===== config.mk =====
export PLATFORM = sky130hd
export DESIGN_NAME = pad_change_event_generator
export DESIGN_NICKNAME = d
export VERILOG_FILES = /design/src/design/pceg_pkg.sv /design/src/design/pceg_front.sv /design/src/design/pceg_queue.sv /design/src/design/pceg_back.sv /design/src/design/pad_change_event_generator.sv
export SDC_FILE = /design/constraint.sdc
export NUM_CORES = 1
export LEC_CHECK = 0
export BUFFER_PORTS_ARGS = -buffer_cell sky130_fd_sc_hd__buf_2
export CAP_MARGIN = 20
export CORE_MARGIN = 1
export CORE_UTILIZATION = 28
export DETAILED_ROUTE_END_ITERATION = 10
export GPL_ROUTABILITY_DRIVEN = 0
export PLACE_DENSITY_LB_ADDON = 0.2
export SLEW_MARGIN = 20
export SYNTH_ARGS = -nofsm -noshare
export SYNTH_HDL_FRONTEND = slang
export SYNTH_SLANG_ARGS = --single-unit

===== constraint.sdc =====
create_clock -name clk -period 6.8 [get_ports clk]
set_input_delay 1.02 -clock clk [delete_from_list [all_inputs] [get_ports clk]]
set_output_delay 1.02 -clock clk [all_outputs]
set_load 0.05 [all_outputs]

===== src/design/pceg_pkg.sv =====
// shared types and constants for the pad change event generator
package pceg_pkg;

  localparam int FIELD_AXES    = 6;
  localparam int FIELD_BUTTONS = 10;
  localparam int AXIS_SLOTS    = 2 * FIELD_AXES;
  localparam int EV_SLOTS      = AXIS_SLOTS + FIELD_BUTTONS;
  localparam int QUEUE_DEPTH   = 2;

  localparam logic [1:0]  AXIS_LOW  = 2'd0;
  localparam logic [1:0]  AXIS_MID  = 2'd1;
  localparam logic [1:0]  AXIS_HIGH = 2'd2;
  localparam logic [11:0] ALL_MID   = 12'h555;
  localparam logic [7:0]  COUNT_MAX = 8'd255;

  localparam logic SRC_AXIS   = 1'b0;
  localparam logic SRC_BUTTON = 1'b1;

  typedef enum logic [1:0] {
    KIND_POLL  = 2'd0,
    KIND_OPEN  = 2'd1,
    KIND_CLOSE = 2'd2
  } kind_t;

  // one poll sample that produces at least one event
  typedef struct packed {
    logic [3:0]               pad;
    logic [FIELD_AXES-1:0]    rel_mask;
    logic [FIELD_AXES-1:0]    rel_high;
    logic [FIELD_AXES-1:0]    prs_mask;
    logic [FIELD_AXES-1:0]    prs_high;
    logic [FIELD_BUTTONS-1:0] btn_diff;
    logic [FIELD_BUTTONS-1:0] btn_val;
  } job_t;

  function automatic logic [1:0] norm_pos(input logic [1:0] code);
    norm_pos = (code == 2'd3) ? AXIS_MID : code;
  endfunction

endpackage


===== src/design/pceg_front.sv =====
// front end: per-pad state, open/close handling and change classification
module pceg_front import pceg_pkg::*; #(
  parameter int NUM_PADS    = 16,
  parameter int NUM_AXES    = 6,
  parameter int NUM_BUTTONS = 10
) (
  input  logic        clk,
  input  logic        rst,
  input  logic        accept,
  input  logic [1:0]  kind,
  input  logic [3:0]  pad_index,
  input  logic [11:0] axis_positions,
  input  logic [9:0]  button_mask,
  output logic        job_push,
  output job_t        job
);

  localparam int PAD_W    = (NUM_PADS > 1) ? $clog2(NUM_PADS) : 1;
  localparam int AXES_EFF = (NUM_AXES < FIELD_AXES) ? NUM_AXES : FIELD_AXES;
  localparam int BTN_EFF  = (NUM_BUTTONS < FIELD_BUTTONS) ? NUM_BUTTONS : FIELD_BUTTONS;

  logic [7:0]  open_count    [NUM_PADS];
  logic [11:0] prior_axes    [NUM_PADS];
  logic [9:0]  prior_buttons [NUM_PADS];

  logic [PAD_W-1:0] idx;
  logic             pad_ok;
  kind_t            k;
  logic [7:0]       cnt;
  logic [11:0]      old_axes;
  logic [9:0]       old_btn;
  logic [9:0]       bmask;
  logic [1:0]       now_pos;
  logic [1:0]       was_pos;

  logic             wr_en;
  logic [7:0]       open_count_next;
  logic [11:0]      prior_axes_next;
  logic [9:0]       prior_buttons_next;
  logic             has_events;

  assign idx      = pad_index[PAD_W-1:0];
  assign pad_ok   = ({1'b0, pad_index} < 5'(NUM_PADS));
  assign k        = kind_t'(kind);
  assign cnt      = open_count[idx];
  assign old_axes = prior_axes[idx];
  assign old_btn  = prior_buttons[idx];

  always_comb begin
    bmask = '0;
    for (int b = 0; b < FIELD_BUTTONS; b++) begin
      if (b < BTN_EFF) bmask[b] = 1'b1;
    end
  end

  // change classification for a poll sample
  always_comb begin
    job             = '0;
    job.pad         = pad_index;
    prior_axes_next = old_axes;
    now_pos         = AXIS_MID;
    was_pos         = AXIS_MID;
    for (int a = 0; a < FIELD_AXES; a++) begin
      now_pos = norm_pos(axis_positions[2*a +: 2]);
      was_pos = norm_pos(old_axes[2*a +: 2]);
      if (a < AXES_EFF) begin
        prior_axes_next[2*a +: 2] = now_pos;
        if (now_pos != was_pos) begin
          job.rel_mask[a] = (was_pos != AXIS_MID);
          job.rel_high[a] = (was_pos == AXIS_HIGH);
          job.prs_mask[a] = (now_pos != AXIS_MID);
          job.prs_high[a] = (now_pos == AXIS_HIGH);
        end
      end
    end
    job.btn_val  = button_mask & bmask;
    job.btn_diff = (button_mask & bmask) ^ old_btn;
  end

  assign has_events = (|job.rel_mask) || (|job.prs_mask) || (|job.btn_diff);

  always_comb begin
    wr_en              = 1'b0;
    job_push           = 1'b0;
    open_count_next    = cnt;
    prior_buttons_next = old_btn;
    if (accept && pad_ok) begin
      unique case (k)
        KIND_OPEN: begin
          wr_en = 1'b1;
          if (cnt != COUNT_MAX) open_count_next = cnt + 8'd1;
        end
        KIND_CLOSE: begin
          wr_en = 1'b1;
          if (cnt != 8'd0) open_count_next = cnt - 8'd1;
        end
        KIND_POLL: begin
          if (cnt != 8'd0) begin
            wr_en              = 1'b1;
            prior_buttons_next = job.btn_val;
            job_push           = has_events;
          end
        end
        default: begin
          wr_en = 1'b0;
        end
      endcase
    end
  end

  always_ff @(posedge clk) begin
    if (rst) begin
      for (int p = 0; p < NUM_PADS; p++) begin
        open_count[p]    <= '0;
        prior_axes[p]    <= ALL_MID;
        prior_buttons[p] <= '0;
      end
    end else if (wr_en) begin
      open_count[idx] <= open_count_next;
      if (k == KIND_POLL) begin
        prior_axes[idx]    <= prior_axes_next;
        prior_buttons[idx] <= prior_buttons_next;
      end else if (k == KIND_OPEN && cnt == 8'd0) begin
        prior_axes[idx]    <= ALL_MID;
        prior_buttons[idx] <= '0;
      end
    end
  end

endmodule


===== src/design/pceg_queue.sv =====
// short job queue between front and back end
module pceg_queue import pceg_pkg::*; (
  input  logic clk,
  input  logic rst,
  input  logic push,
  input  job_t push_data,
  output logic full,
  input  logic pop,
  output logic valid,
  output job_t pop_data
);

  localparam int PTR_W = (QUEUE_DEPTH > 1) ? $clog2(QUEUE_DEPTH) : 1;
  localparam int CNT_W = $clog2(QUEUE_DEPTH + 1);

  job_t             slots [QUEUE_DEPTH];
  logic [PTR_W-1:0] wr_ptr;
  logic [PTR_W-1:0] rd_ptr;
  logic [CNT_W-1:0] count;
  logic             do_push;
  logic             do_pop;

  assign full     = (count == CNT_W'(QUEUE_DEPTH));
  assign valid    = (count != '0);
  assign pop_data = slots[rd_ptr];
  assign do_push  = push && !full;
  assign do_pop   = pop && valid;

  always_ff @(posedge clk) begin
    if (do_push) slots[wr_ptr] <= push_data;
  end

  always_ff @(posedge clk) begin
    if (rst) begin
      wr_ptr <= '0;
      rd_ptr <= '0;
      count  <= '0;
    end else begin
      if (do_push) begin
        wr_ptr <= (wr_ptr == PTR_W'(QUEUE_DEPTH - 1)) ? '0 : wr_ptr + PTR_W'(1);
      end
      if (do_pop) begin
        rd_ptr <= (rd_ptr == PTR_W'(QUEUE_DEPTH - 1)) ? '0 : rd_ptr + PTR_W'(1);
      end
      if (do_push && !do_pop) count <= count + CNT_W'(1);
      else if (do_pop && !do_push) count <= count - CNT_W'(1);
    end
  end

endmodule


===== src/design/pceg_back.sv =====
// back end: walks one job's pending events, one per cycle while pop does not stall, into the output register
module pceg_back import pceg_pkg::*; (
  input  logic       clk,
  input  logic       rst,
  input  logic       job_valid,
  input  job_t       job,
  output logic       job_pop,
  input  logic       pop,
  output logic       empty,
  output logic [3:0] event_pad,
  output logic       event_source,
  output logic [3:0] event_index,
  output logic       axis_high_side,
  output logic       is_press,
  output logic       last_event
);

  logic                     busy;
  logic [3:0]               pad;
  logic [EV_SLOTS-1:0]      pend;
  logic [FIELD_AXES-1:0]    rel_high;
  logic [FIELD_AXES-1:0]    prs_high;
  logic [FIELD_BUTTONS-1:0] btn_val;
  logic                     out_valid;

  logic [EV_SLOTS-1:0]      job_pend;
  logic [4:0]               sel;
  logic [EV_SLOTS-1:0]      sel_bit;
  logic [EV_SLOTS-1:0]      pend_next;
  logic                     advance;
  logic [2:0]               ax;
  logic [3:0]               btn;
  logic                     ev_src;
  logic [3:0]               ev_idx;
  logic                     ev_high;
  logic                     ev_press;

  // slot order: release then press per axis, then buttons
  always_comb begin
    for (int a = 0; a < FIELD_AXES; a++) begin
      job_pend[2*a]     = job.rel_mask[a];
      job_pend[2*a + 1] = job.prs_mask[a];
    end
    job_pend[EV_SLOTS-1:AXIS_SLOTS] = job.btn_diff;
  end

  always_comb begin
    sel = '0;
    for (int i = EV_SLOTS - 1; i >= 0; i--) begin
      if (pend[i]) sel = 5'(i);
    end
  end

  assign sel_bit   = EV_SLOTS'(1) << sel;
  assign pend_next = pend & ~sel_bit;
  assign ax        = sel[3:1];
  assign btn       = 4'(sel - 5'(AXIS_SLOTS));

  always_comb begin
    if (sel < 5'(AXIS_SLOTS)) begin
      ev_src   = SRC_AXIS;
      ev_idx   = {1'b0, ax};
      ev_press = sel[0];
      ev_high  = sel[0] ? prs_high[ax] : rel_high[ax];
    end else begin
      ev_src   = SRC_BUTTON;
      ev_idx   = btn;
      ev_press = btn_val[btn];
      ev_high  = 1'b0;
    end
  end

  assign advance = !out_valid || pop;
  assign job_pop = !busy && job_valid;
  assign empty   = !out_valid;

  always_ff @(posedge clk) begin
    if (advance && busy) begin
      event_pad      <= pad;
      event_source   <= ev_src;
      event_index    <= ev_idx;
      axis_high_side <= ev_high;
      is_press       <= ev_press;
      last_event     <= (pend_next == '0);
    end
    if (job_pop) begin
      pad      <= job.pad;
      rel_high <= job.rel_high;
      prs_high <= job.prs_high;
      btn_val  <= job.btn_val;
    end
  end

  always_ff @(posedge clk) begin
    if (rst) begin
      busy      <= 1'b0;
      out_valid <= 1'b0;
      pend      <= '0;
    end else begin
      if (advance) out_valid <= busy;
      if (job_pop) begin
        busy <= 1'b1;
        pend <= job_pend;
      end else if (advance && busy) begin
        pend <= pend_next;
        if (pend_next == '0) busy <= 1'b0;
      end
    end
  end

endmodule


===== src/design/pad_change_event_generator.sv =====
// top level of the pad change event generator
//
//   channel   | handshake          | payload
//   ----------+--------------------+-----------------------------------------------
//   input     | push / full        | kind, pad_index, axis_positions, button_mask
//   result    | pop / empty        | event_pad, event_source, event_index,
//             |                    | axis_high_side, is_press, last_event
//
// open, close and polls that change nothing finish in the cycle they are taken
// a poll with n events is first loaded into the back end, then gives one
// event per cycle while pop does not stall; the back end's event walk sets the rate
// the two-entry job queue lets the front take items while the back end works
// synchronous reset sets every pad closed, axes mid and buttons released
// stalls on pop hold the current event; full rises only when the queue fills
module pad_change_event_generator import pceg_pkg::*; #(
  parameter int NUM_PADS    = 16,
  parameter int NUM_AXES    = 6,
  parameter int NUM_BUTTONS = 10
) (
  input  logic        clk,
  input  logic        rst,
  // input side
  input  logic        push,
  output logic        full,
  input  logic [1:0]  kind,
  input  logic [3:0]  pad_index,
  input  logic [11:0] axis_positions,
  input  logic [9:0]  button_mask,
  // result side
  output logic        empty,
  input  logic        pop,
  output logic [3:0]  event_pad,
  output logic        event_source,
  output logic [3:0]  event_index,
  output logic        axis_high_side,
  output logic        is_press,
  output logic        last_event
);

  logic accept;     // an item taken this cycle
  logic job_push;   // poll sample with at least one event
  job_t front_job;
  logic q_valid;
  logic q_pop;
  job_t q_job;

  assign accept = push && !full;

  // front end: state lookup, open/close, change masks
  pceg_front #(
    .NUM_PADS    (NUM_PADS),
    .NUM_AXES    (NUM_AXES),
    .NUM_BUTTONS (NUM_BUTTONS)
  ) u_front (
    .clk            (clk),
    .rst            (rst),
    .accept         (accept),
    .kind           (kind),
    .pad_index      (pad_index),
    .axis_positions (axis_positions),
    .button_mask    (button_mask),
    .job_push       (job_push),
    .job            (front_job)
  );

  // decoupling queue; full backs up the input side
  pceg_queue u_queue (
    .clk       (clk),
    .rst       (rst),
    .push      (job_push),
    .push_data (front_job),
    .full      (full),
    .pop       (q_pop),
    .valid     (q_valid),
    .pop_data  (q_job)
  );

  // back end: event walk and output register
  pceg_back u_back (
    .clk            (clk),
    .rst            (rst),
    .job_valid      (q_valid),
    .job            (q_job),
    .job_pop        (q_pop),
    .pop            (pop),
    .empty          (empty),
    .event_pad      (event_pad),
    .event_source   (event_source),
    .event_index    (event_index),
    .axis_high_side (axis_high_side),
    .is_press       (is_press),
    .last_event     (last_event)
  );

endmodule


==> impl_metrics.env, run 1 <==
export IMPL_grt_usage=0.1618
export IMPL_clkSlewWorstSetupHoldPaths_ns=0.06
export IMPL_fin_worst_skew_ns=0.03419
export IMPL_gr_total_overflow=0
export IMPL_cpLargestDelayFamily="simple AND/OR/NAND/NOR gates"
export IMPL_drc=0
export IMPL_n_fill_cell=10050
export IMPL_synth_simple_area_share=0.1291
export IMPL_maxCapViolations=0
export IMPL_avgViaCountPerCell=4.970
export IMPL_status="complete, no violations"
export IMPL_grt_pass1_wl_um=126300
export IMPL_die_area_um2=105800
export IMPL_pin_count=46
export IMPL_min_from="u_back.pad[2]"
export IMPL_path_cells="buf_4 -> buf_4 -> mux4_2 -> mux4_2 -> nand2b_1 -> nor2_1 -> nand2_1 -> nand4_1 -> buf_4 -> or2_2 -> nand2b_1 -> buf_12"
export IMPL_cts_buffer_depth=3
export IMPL_syn_inst=2121
export IMPL_yosys_register_bits=643
export IMPL_ctsHoldBuffers=0
export IMPL_yosysSeqAreaShare=0.6502
export IMPL_muxShareOfSynthArea=0.1390
export IMPL_r2r_slack_ns=2.62
export IMPL_critPathMaxFanout=42
export IMPL_synth_top_family_by_area="multiplexers"
export IMPL_avgSynthCellArea_um2=13.79
export IMPL_end_kind="flip-flop"
export IMPL_die_w_um=325.2
export IMPL_routed_wl_um=85810
export IMPL_timing_worst_setup_path_type="primary input to flip-flop"
export IMPL_setup_tns_ns=0
export IMPL_cts_resized=0
export IMPL_first_iter_violations=1682
export IMPL_wl_per_cell_um=23.71
export IMPL_ys_warn_count=0
export IMPL_clock_latency_ns=0.64
export IMPL_die_h_um=325.2
export IMPL_async_flop_share=0
export IMPL_critical_path_buf_inv_count=4
export IMPL_synth_top_flop_cell="edfxtp_1"
export IMPL_cp_slowest_stage_delay_ns=0.68
export IMPL_worstSetupStartpointType="primary input"
export IMPL_drtPass1Iterations=5
export IMPL_vias=17990
export IMPL_final_layout_size_suffix_gt1_frac=0.2087
export IMPL_cts_setup_buffers=0
export IMPL_yosysUniqueCellTypes=78
export IMPL_syn_nets=2160
export IMPL_power_leakage_nw=10.98
export IMPL_cts_htree_levels=3
export IMPL_slowest_stage="buf_4"
export IMPL_core_area_um2=103500
export IMPL_fp_row_count=118
export IMPL_crit_path_start="pad_index[0]"
export IMPL_stdcell_count=3619
export IMPL_min_path_type="flip-flop to flip-flop"
export IMPL_grt_start_max_net_pins=62
export IMPL_reg2reg_from="u_front.open_count[3][3]"
export IMPL_syn_cell_area_um2=29250
export IMPL_numCtsBuffers=74
export IMPL_power_density_nw_per_um2=332.3
export IMPL_synth_edf_count=614
export IMPL_rsz0062_at_grt="no"
export IMPL_crit_top_cell="buf_4"
export IMPL_antenna_left=0
export IMPL_critPathArrivalTime_ns=5.44
export IMPL_required_ns=7.17
export IMPL_hold_viol_final=0
export IMPL_grt_pass1_vias=18230
export IMPL_fin_nets=2217
export IMPL_ir_worst_vdd_v=0.0005013
export IMPL_place_hpwl_um=59000
export IMPL_synthAdderAreaFrac=0.002994
export IMPL_worst_pin_slew_ns=0.9987
export IMPL_synthXorXnorAreaFrac=0.004192
export IMPL_antenna_found_initial=3
export IMPL_numPortBuffers=45
export IMPL_dpl_cell_count=3482
export IMPL_cts_tree="built"
export IMPL_numClockSinks=643
export IMPL_cts_root_buf="clkbuf_16"
export IMPL_fmax_mhz=197.1
export IMPL_area_delta_synth_final_pct=15.02
export IMPL_finalCritPeriodShare=0.7460
export IMPL_finalCriticalPeriod_ns=5.072
export IMPL_maxSlewHeadroom=0.3328
export IMPL_start_util=0.2826
export IMPL_synth_compound_area_share=0.04342
export IMPL_seqCellArea_um2=19020
export IMPL_setup_viol=0
export IMPL_slew_viol_final=0
export IMPL_multi_input_area_um2=9355
-- registers in the layout (all words and copies together), names as in the netlist, 2 cells and up, named ones only --
name	cells
u_back.btn_val	10
u_back.event_index	4
u_back.event_pad	4
u_back.pad	4
u_back.pend	22
u_back.prs_high	6
u_back.rel_high	6
u_front.open_count	128
u_front.prior_axes	192
u_front.prior_buttons	160
u_queue.count	2
u_queue.slots	96
-- power by group --
part	switching [mW]	internal, mW
Sequential	0.155	4.66
Clock	1.65	2.38
Combinational	1.59	0.740
-- stage by stage --
step / setup slack (ns) / utilization / power, mW / cell area [µm²] / hold WS, ns
floorplan: 0.4349 / - / 6.460 / 29250 / 0.4003
global placement: 0.9997 / 0.3014 / 7.212 / 31190 / 0.4026
detailed placement: 1.005 / 0.3014 / 7.219 / 31190 / 0.4045
CTS: 1.660 / 0.3251 / 11.26 / 33640 / 0.4164
global route: 1.381 / 0.3251 / 11.61 / 33640 / 0.4215
finish: 1.728 / 0.3251 / 11.18 / 33640 / 0.4148
-- placed cells by master (no fill, tap or decap), types with 7 or more instances in the layout --
cell	instances
nor4_1	19
mux2i_1	60
edfxtp_1	614
clkinv_2	14
clkbuf_1	12
and2_1	15
nor3_1	14
or2_1	13
o31ai_1	7
nand3_1	13
nand2_1	157
mux2_2	59
a21oi_1	50
a211oi_1	7
nor2b_1	16
clkbuf_16	76
nand4_1	23
nand2b_1	42
nor2_1	475
nand2_4	8
a31oi_1	13
inv_1	27
clkinv_1	13
buf_4	89
mux2_4	8
ha_1	7
buf_2	41
bufinv_16	7
o21ai_0	17
and3_1	15
a22oi_1	13
mux4_2	119
xor2_1	10
o211ai_1	16
dfxtp_1	28
-- final timing paths --
| kind | end | cells after the start |
|---|---|---|
| setup / recovery | u_front.prior_axes[3][8] | 12 |
| hold / removal | u_back.event_pad[2] | 0 |
| setup reg to reg | u_front.prior_axes[3][8] | 11 |
| hold reg to reg | u_back.event_pad[2] | 0 |
-- cell usage after synthesis (all sizes together) (4+ instances only) --
| cell type | n | share of area |
|---|---|---|
| or3 | 5 | 0.0011 |
| buf | 97 | 0.020 |
| or2 | 19 | 0.0041 |
| nand4 | 23 | 0.0049 |
| clkbuf | 58 | 0.0074 |
| nand2b | 43 | 0.0093 |
| and3 | 16 | 0.0036 |
| a22oi | 13 | 0.0033 |
| nor4 | 20 | 0.0048 |
| o31ai | 7 | 0.0018 |
| a221oi | 7 | 0.0033 |
| mux4 | 119 | 0.092 |
| nand2 | 167 | 0.024 |
| mux2 | 67 | 0.027 |
| mux2i | 60 | 0.021 |
| nand3 | 13 | 0.0022 |
| and2 | 16 | 0.0034 |
| inv | 28 | 0.0036 |
| ha | 7 | 0.0030 |
| a21oi | 51 | 0.0087 |
| dfxtp | 29 | 0.020 |
| o211ai | 17 | 0.0045 |
| o21ai | 19 | 0.0033 |
| nor2b | 17 | 0.0036 |
| a211oi | 7 | 0.0018 |
| a31oi | 13 | 0.0028 |
| and4 | 4 | 0.0012 |
| nor2 | 475 | 0.061 |
| a211o | 5 | 0.0015 |
| nor3b | 5 | 0.0013 |
| xor2 | 10 | 0.0030 |
| nor3 | 14 | 0.0024 |
| edfxtp | 614 | 0.63 |
| xnor2 | 4 | 0.0012 |
| a2bb2oi | 5 | 0.0015 |
| a21boi | 6 | 0.0015 |
-- layer usage --
layer,global-route usage,wire length [µm],part of all wire,up-vias
li1,-,-,-,7998
met1,0.2218,38030,0.44,9277
met2,0.2549,39760,0.46,578
met3,0.03549,5787,0.067,131
met4,0.04984,2219,0.026,2
met5,0,12,0.00014,-
-- area by class of cell --
class                      count  share of cell area
sequential                   643              0.5653
multi-input combinational   1294              0.2781
clock buffer                  93             0.05991
tap                         1380             0.05132
timing repair buffer         136             0.02927
clock inverter                43             0.01283
inverter                      29            0.003235
antenna                        1          0.00007438
-- cell families after synthesis --
| kind of cell | after synthesis |
|---|---|
| AOI/OAI and AO/OA | 181 |
| DFF | 643 |
| adders and majority gates | 7 |
| muxes | 246 |
| xor gates and xnor gates | 14 |
| buffers and inverters | 184 |
| and+or+nand+nor | 846 |
Note: power is estimated with default switching activity, not from simulation.
==> inputs of run 2 (changes only) <==
==> constraint.sdc (replaced) <==
create_clock -name clk -period 4.7 [get_ports clk]
set_input_delay 0.705 -clock clk [delete_from_list [all_inputs] [get_ports clk]]
set_output_delay 0.705 -clock clk [all_outputs]
set_load 0.05 [all_outputs]
==> run 2 against run 1 <==
Utilization grew 0.94 points; cell count up 2.3%; clock power increased by 48%; sequential power grew 44%; non-clock buffer count increased by 86; cell area rose by 2.9%; first-iteration DRC count is 10% higher; worst setup slack got worse by 1.2 ns; via count increased by 1.8%; global-route usage hardly changed; sequential cell count unchanged.
==> impl_metrics.env, run 2 (synthesis gave the netlist of run 1 again) <==
export IMPL_area_delta_synth_final_pct=18.33
export IMPL_fin_worst_skew_ns=0.02449
export IMPL_cts_htree_levels=3
export IMPL_end_kind="flip-flop"
export IMPL_finalCritPeriodShare=0.8775
export IMPL_final_common_cell="edfxtp_1"
export IMPL_final_layout_size_suffix_gt1_frac=0.2358
export IMPL_ctsHoldBuffers=0
export IMPL_power_density_nw_per_um2=476.0
export IMPL_rsz0062_at_grt="no"
export IMPL_stdcell_count=3702
export IMPL_status="complete, no violations"
export IMPL_layout_common_cells="614 x edfxtp_1, 475 x nor2_1, 157 x nand2_1, 152 x buf_4, 119 x mux4_2"
export IMPL_drtPass1Iterations=6
export IMPL_die_area_um2=105800
export IMPL_antenna_found_initial=1
export IMPL_largest_register_ffs=192
export IMPL_critPathMaxFanout=27
export IMPL_swShare=0.3005
export IMPL_r2r_slack_ns=0.83
export IMPL_regMostFlops="u_front.prior_axes"
export IMPL_ff2ff_path_depth=8
export IMPL_fin_nets=2302
export IMPL_fmax_mhz=242.5
export IMPL_p_switching_mw=4.951
export IMPL_drc=0
export IMPL_pin_count=46
export IMPL_start_util=0.2826
export IMPL_seqPwrFrac=0.422
export IMPL_power_leakage_nw=11.52
export IMPL_numPortBuffers=45
export IMPL_routed_wl_um=86000
export IMPL_first_iter_violations=1854
export IMPL_largestRegisters="u_front.prior_axes (192), u_front.prior_buttons (160), u_front.open_count (128)"
export IMPL_die_h_um=325.2
export IMPL_maxSlewHeadroom=0.3230
export IMPL_total_power_mw=16.48
export IMPL_ir_worst_vdd_v=0.0004188
export IMPL_min_path_type="primary input to flip-flop"
export IMPL_critPathArrivalTime_ns=4.67
export IMPL_whs_path_depth=1
export IMPL_fin_hold_ws_ns=0.3651
export IMPL_required_ns=5.24
export IMPL_gr_total_overflow=0
export IMPL_reg2reg_from="u_back.pend[4]"
export IMPL_worstSetupStartpointType="primary input"
export IMPL_grt_usage=0.1622
export IMPL_dpl_cell_count=3568
export IMPL_setup_viol=0
export IMPL_grt_pass1_vias=18440
export IMPL_numCtsBuffers=73
export IMPL_clkSlewWorstSetupHoldPaths_ns=0.06
export IMPL_cts_buffer_depth=3
export IMPL_finalCriticalPeriod_ns=4.124
export IMPL_core_area_um2=103500
export IMPL_worst_pin_slew_ns=1.016
export IMPL_wl_per_cell_um=23.23
export IMPL_pwr_share_clk=0.363
export IMPL_cts_root_buf="clkbuf_16"
export IMPL_utilization=0.3344
export IMPL_timing_worst_setup_path_type="primary input to flip-flop"
export IMPL_numClockSinks=643
export IMPL_n_fill_cell=10060
export IMPL_crit_path_start="pad_index[0]"
export IMPL_fp_row_count=118
export IMPL_hold_viol_final=0
export IMPL_multi_input_area_um2=9344
export IMPL_cts_resized=0
export IMPL_cts_tree="built"
export IMPL_maxCapViolations=0
export IMPL_cts_setup_buffers=0
export IMPL_intPower_mw=11.53
export IMPL_slew_viol_final=0
export IMPL_grt_pass1_wl_um=126800
export IMPL_p_comb_frac=0.216
export IMPL_critPathCapture="u_queue.count[1]"
export IMPL_grt_start_max_net_pins=62
export IMPL_die_w_um=325.2
export IMPL_antenna_left=0
export IMPL_clock_latency_ns=0.63
export IMPL_r2r_end="u_back.last_event"
export IMPL_vias=18310
export IMPL_seqCellArea_um2=19020
export IMPL_place_hpwl_um=60140
export IMPL_avgViaCountPerCell=4.945
## run 2: cell count changes in the layout (fill, tap and decap cells not counted), moves of 4 or more
| cell | before | now |
|---|---|---|
| buf_12 | 5 | 28 |
| buf_4 | 89 | 152 |
| bufinv_16 | 7 | 12 |
| clkinv_1 | 13 | 17 |
| clkinv_2 | 14 | 8 |
## run 2: critical path, cell delays in order
cell      delay (ns)
buf_4           0.28
buf_12          0.30
buf_4           0.21
nor2b_1         0.54
a22oi_1         0.20
o2111a_1        0.35
xor2_1          0.22
or4_1           0.42
nor4_1          0.24
buf_4           0.18
a21boi_1        0.14
ha_1            0.24
xor2_1          0.15
or3_1           0.31
a21oi_1         0.13
## run 2: how the worst min path moves through the flow
stage                              start                  end  slack, ns
final                     button_mask[3]  u_queue.slots[1][3]       0.37
after floorplan            u_back.pad[0]  u_back.event_pad[0]       0.40
after detailed placement   u_back.pad[3]  u_back.event_pad[3]       0.41
after global routing      button_mask[3]  u_queue.slots[0][3]       0.37
after CTS                 button_mask[3]  u_queue.slots[0][3]       0.33
after global placement     u_back.pad[2]  u_back.event_pad[2]       0.41
## run 2: stage by stage
stage	setup TNS, ns	worst slack, ns	area (µm²)
after detailed placement	-2.402	-0.06406	32120
after CTS	0	0.5889	34610
after global routing	0	0.3783	34610
after floorplan	0	0.06825	29260
final	0	0.5757	34610
after global placement	0	0.001572	32120
## run 2: per-layer routing
metal  up-vias  global-route usage  part of all wire
met5         -                   0                 0
met4         0             0.04399             0.020
met3       112             0.02268             0.053
met2       587              0.2702              0.48
met1      9452              0.2202              0.44
li1       8157                   -                 -
## run 2: layout make-up
| type | count | area share |
|---|---|---|
| inverters | 29 | 0.003145 |
| diodes | 2 | 0.0001446 |
| flip-flops and latches | 643 | 0.5495 |
| clock inverters | 45 | 0.01619 |
| well taps | 1380 | 0.04988 |
| repair buffers | 222 | 0.05541 |
| clock buffers | 87 | 0.05578 |
| multi-input cells | 1294 | 0.2700 |
## run 2: power by group through the flow
| stage | logic, mW | clock network (mW) | registers (mW) |
|---|---|---|---|
| after CTS | 3.56 | 6.11 | 6.95 |
| after global routing | 3.81 | 6.31 | 6.99 |
| final | 3.55 | 5.98 | 6.95 |
| after detailed placement | 3.54 | 0 | 7.07 |
| after global placement | 3.54 | 0 | 7.06 |
| after floorplan | 2.21 | 0 | 7.14 |
==> inputs of run 3 (changes only) <==
--- a/config.mk
+++ b/config.mk
@@ -5,6 +5,7 @@
 export SDC_FILE = /design/constraint.sdc
 export NUM_CORES = 1
 export LEC_CHECK = 0
+export ABC_AREA = 1
 export BUFFER_PORTS_ARGS = -buffer_cell sky130_fd_sc_hd__buf_2
 export CAP_MARGIN = 20
 export CORE_MARGIN = 1
==> run 3 against run 2 <==
Critical path depth rose by 3; synthesized area down 3.8%; cell area fell by 3.5%; combinational power grew 9.6%; cell count is 5.5% higher; utilization up 0.29 points; fmax is 2.4% higher; total power hardly changed; synthesized cell count up 14%; via count grew 5.3%; critical endpoint is now u_queue.slots[0][36].
==> impl_metrics.env, run 3 <==
export IMPL_fin_worst_skew_ns=0.04735
export IMPL_end_kind="flip-flop"
export IMPL_crit_top_cell="buf_4"
export IMPL_finalCriticalPeriod_ns=4.030
export IMPL_grt_pass1_vias=19130
export IMPL_setup_viol=0
export IMPL_layout_setup_ws_ns=0.6704
export IMPL_critPathMaxFanout=48
export IMPL_grt_start_max_net_pins=61
export IMPL_detailedPlace_worstSlack_ns=0.05910
export IMPL_gr_total_overflow=0
export IMPL_intPower_mw=11.10
export IMPL_die_area_um2=101700
export IMPL_r2r_slack_ns=1.26
export IMPL_hold_viol_final=0
export IMPL_min_path_type="primary input to flip-flop"
export IMPL_total_power_mw=16.47
export IMPL_async_flop_share=0
export IMPL_synth_edf_count=614
export IMPL_required_ns=5.02
export IMPL_syn_inst=2419
export IMPL_cts_resized=0
export IMPL_swShare=0.3263
export IMPL_min_from="button_mask[9]"
export IMPL_cts_tree="built"
export IMPL_yosysUniqueCellTypes=53
export IMPL_rsz0062_at_grt="no"
export IMPL_yosys_area_top_type_share=0.6555
export IMPL_ys_warn_count=0
export IMPL_power_leakage_nw=11.78
export IMPL_yosysMostFrequentCell="edfxtp_1"
export IMPL_fmax_mhz=248.2
export IMPL_worst_pin_slew_ns=0.9767
export IMPL_n_fill_cell=9793
export IMPL_crit_path_start="pad_index[1]"
export IMPL_critPathArrivalTime_ns=4.35
export IMPL_numClockSinks=643
export IMPL_status="complete, no violations"
export IMPL_ir_worst_vdd_v=0.0003037
export IMPL_die_h_um=319.0
export IMPL_largest_register_ffs=192
export IMPL_fin_hold_ws_ns=0.3705
export IMPL_antenna_found_initial=0
export IMPL_syn_nets=2458
export IMPL_setup_tns_ns=0
export IMPL_clkSlewWorstSetupHoldPaths_ns=0.05
export IMPL_slowest_stage="a21oi_1"
export IMPL_worstSetupStartpointType="primary input"
export IMPL_antenna_left=0
export IMPL_final_common_cell="edfxtp_1"
export IMPL_first_iter_violations=1776
export IMPL_pin_count=46
export IMPL_cts_buffer_depth=3
export IMPL_stdcell_count=3906
export IMPL_timing_worst_setup_path_type="primary input to flip-flop"
export IMPL_die_w_um=319.0
export IMPL_routed_wl_um=81330
export IMPL_maxSlewHeadroom=0.3429
export IMPL_start_util=0.2841
export IMPL_layout_common_cells="614 x edfxtp_1, 401 x nand2_1, 390 x nor2_1, 242 x a22oi_1, 128 x inv_1"
export IMPL_synth_top_flop_cell="edfxtp_1"
export IMPL_synthTopCellsByArea="edfxtp_1 66%, a22oi_1 6.5%, nand2_1 5.4%, nor2_1 5.3%, dfxtp_1 2.1%"
export IMPL_avgSynthCellArea_um2=11.63
export IMPL_cp_slowest_stage_delay_ns=0.46
export IMPL_cpLargestDelayFamily="buffers and inverters"
export IMPL_synth_commonest_cells="614 x edfxtp_1, 401 x nand2_1, 394 x nor2_1"
export IMPL_critical_path_buf_inv_count=7
export IMPL_area_delta_synth_final_pct=18.71
export IMPL_syn_cell_area_um2=28130
export IMPL_p_switching_mw=5.376
export IMPL_fp_row_count=115
export IMPL_drc=0
export IMPL_power_density_nw_per_um2=493.3
export IMPL_place_area_um2=31080
export IMPL_grt_pass1_wl_um=123300
export IMPL_maxCapViolations=0
export IMPL_grt_usage=0.1597
export IMPL_regMostFlops="u_front.prior_axes"
export IMPL_cts_htree_levels=3
export IMPL_utilization=0.3373
export IMPL_largestRegisters="u_front.prior_axes (192), u_front.prior_buttons (160), u_front.open_count (128)"
export IMPL_core_area_um2=98990
export IMPL_numPortBuffers=45
export IMPL_pwr_share_clk=0.337
export IMPL_fin_nets=2600
export IMPL_avgViaCountPerCell=4.937
export IMPL_yosysSeqAreaShare=0.6761
export IMPL_clock_latency_ns=0.65
export IMPL_vias=19280
export IMPL_n_antenna_cell=0
export IMPL_numCtsBuffers=74
export IMPL_path_cells="buf_2 -> nand2_2 -> inv_4 -> buf_12 -> buf_4 -> a22oi_1 -> a21oi_1 -> nor4_1 -> buf_4 -> a21oi_1 -> nand3b_1 -> nand2_1 -> nand2_1 -> nor3_1 -> a31oi_1 -> buf_4 -> nor2b_4 -> buf_12"
export IMPL_place_hpwl_um=56640
export IMPL_dpl_cell_count=3772
export IMPL_yosys_register_bits=643
export IMPL_finalCritPeriodShare=0.8574
export IMPL_ctsHoldBuffers=0
export IMPL_cts_root_buf="clkbuf_16"
export IMPL_reg2reg_from="u_front.prior_buttons[13][7]"
export IMPL_slew_viol_final=0
export IMPL_fin_area_um2=33390
export IMPL_final_layout_size_suffix_gt1_frac=0.1558
export IMPL_cts_setup_buffers=0
export IMPL_wl_per_cell_um=20.82
export IMPL_seqPwrFrac=0.427
export IMPL_synth_area_leader_cell="edfxtp_1"
export IMPL_p_comb_frac=0.236
export IMPL_drtPass1Iterations=6
-- run 3: worst paths after layout --
check / cells past startpoint / to
hold reg to reg: 0 / u_back.event_pad[0]
hold / removal: 1 / u_queue.slots[1][9]
setup / recovery: 18 / u_queue.slots[0][36]
setup reg to reg: 13 / u_queue.count[1]
-- run 3: layout make-up --
class	instances	area, µm²	share of cell area
Clock inverter	34	319.1	0.009555
Multi-Input combinational cell	1481	7885	0.2361
Inverter	153	579.3	0.01735
Timing Repair Buffer	208	1987	0.05950
Sequential cell	643	19020	0.5696
Clock buffer	100	1991	0.05962
Tap cell	1287	1610	0.04823
-- run 3: cell families after synthesis --
family,after synthesis,share of synthesized area
muxes,26,0.01041
AOI/OAI and AO/OA,437,0.1094
adders and majority gates,7,0.003114
and+or+nand+nor,989,0.1491
buffers and inverters,295,0.04493
DFF,643,0.6761
xor gates and xnor gates,22,0.006850
-- run 3: metal layers --
metal,vias up,global-route usage,wire length (µm)
met3,90,0.02134,4470
li1,8986,-,-
met5,-,0,0
met4,0,0.04188,1480
met1,9603,0.2307,38200
met2,603,0.2508,37180
-- run 3: power groups by stage --
| stage | Clock, mW | Sequential (mW) | Combinational, mW |
|---|---|---|---|
| 2_1_floorplan | 0 | 7.19 | 2.37 |
| 5_1_grt | 5.89 | 7.08 | 4.25 |
| 3_3_place_gp | 0 | 7.15 | 3.87 |
| 4_1_cts | 5.67 | 7.04 | 3.89 |
| 3_5_place_dp | 0 | 7.15 | 3.87 |
| 6_report | 5.56 | 7.03 | 3.89 |
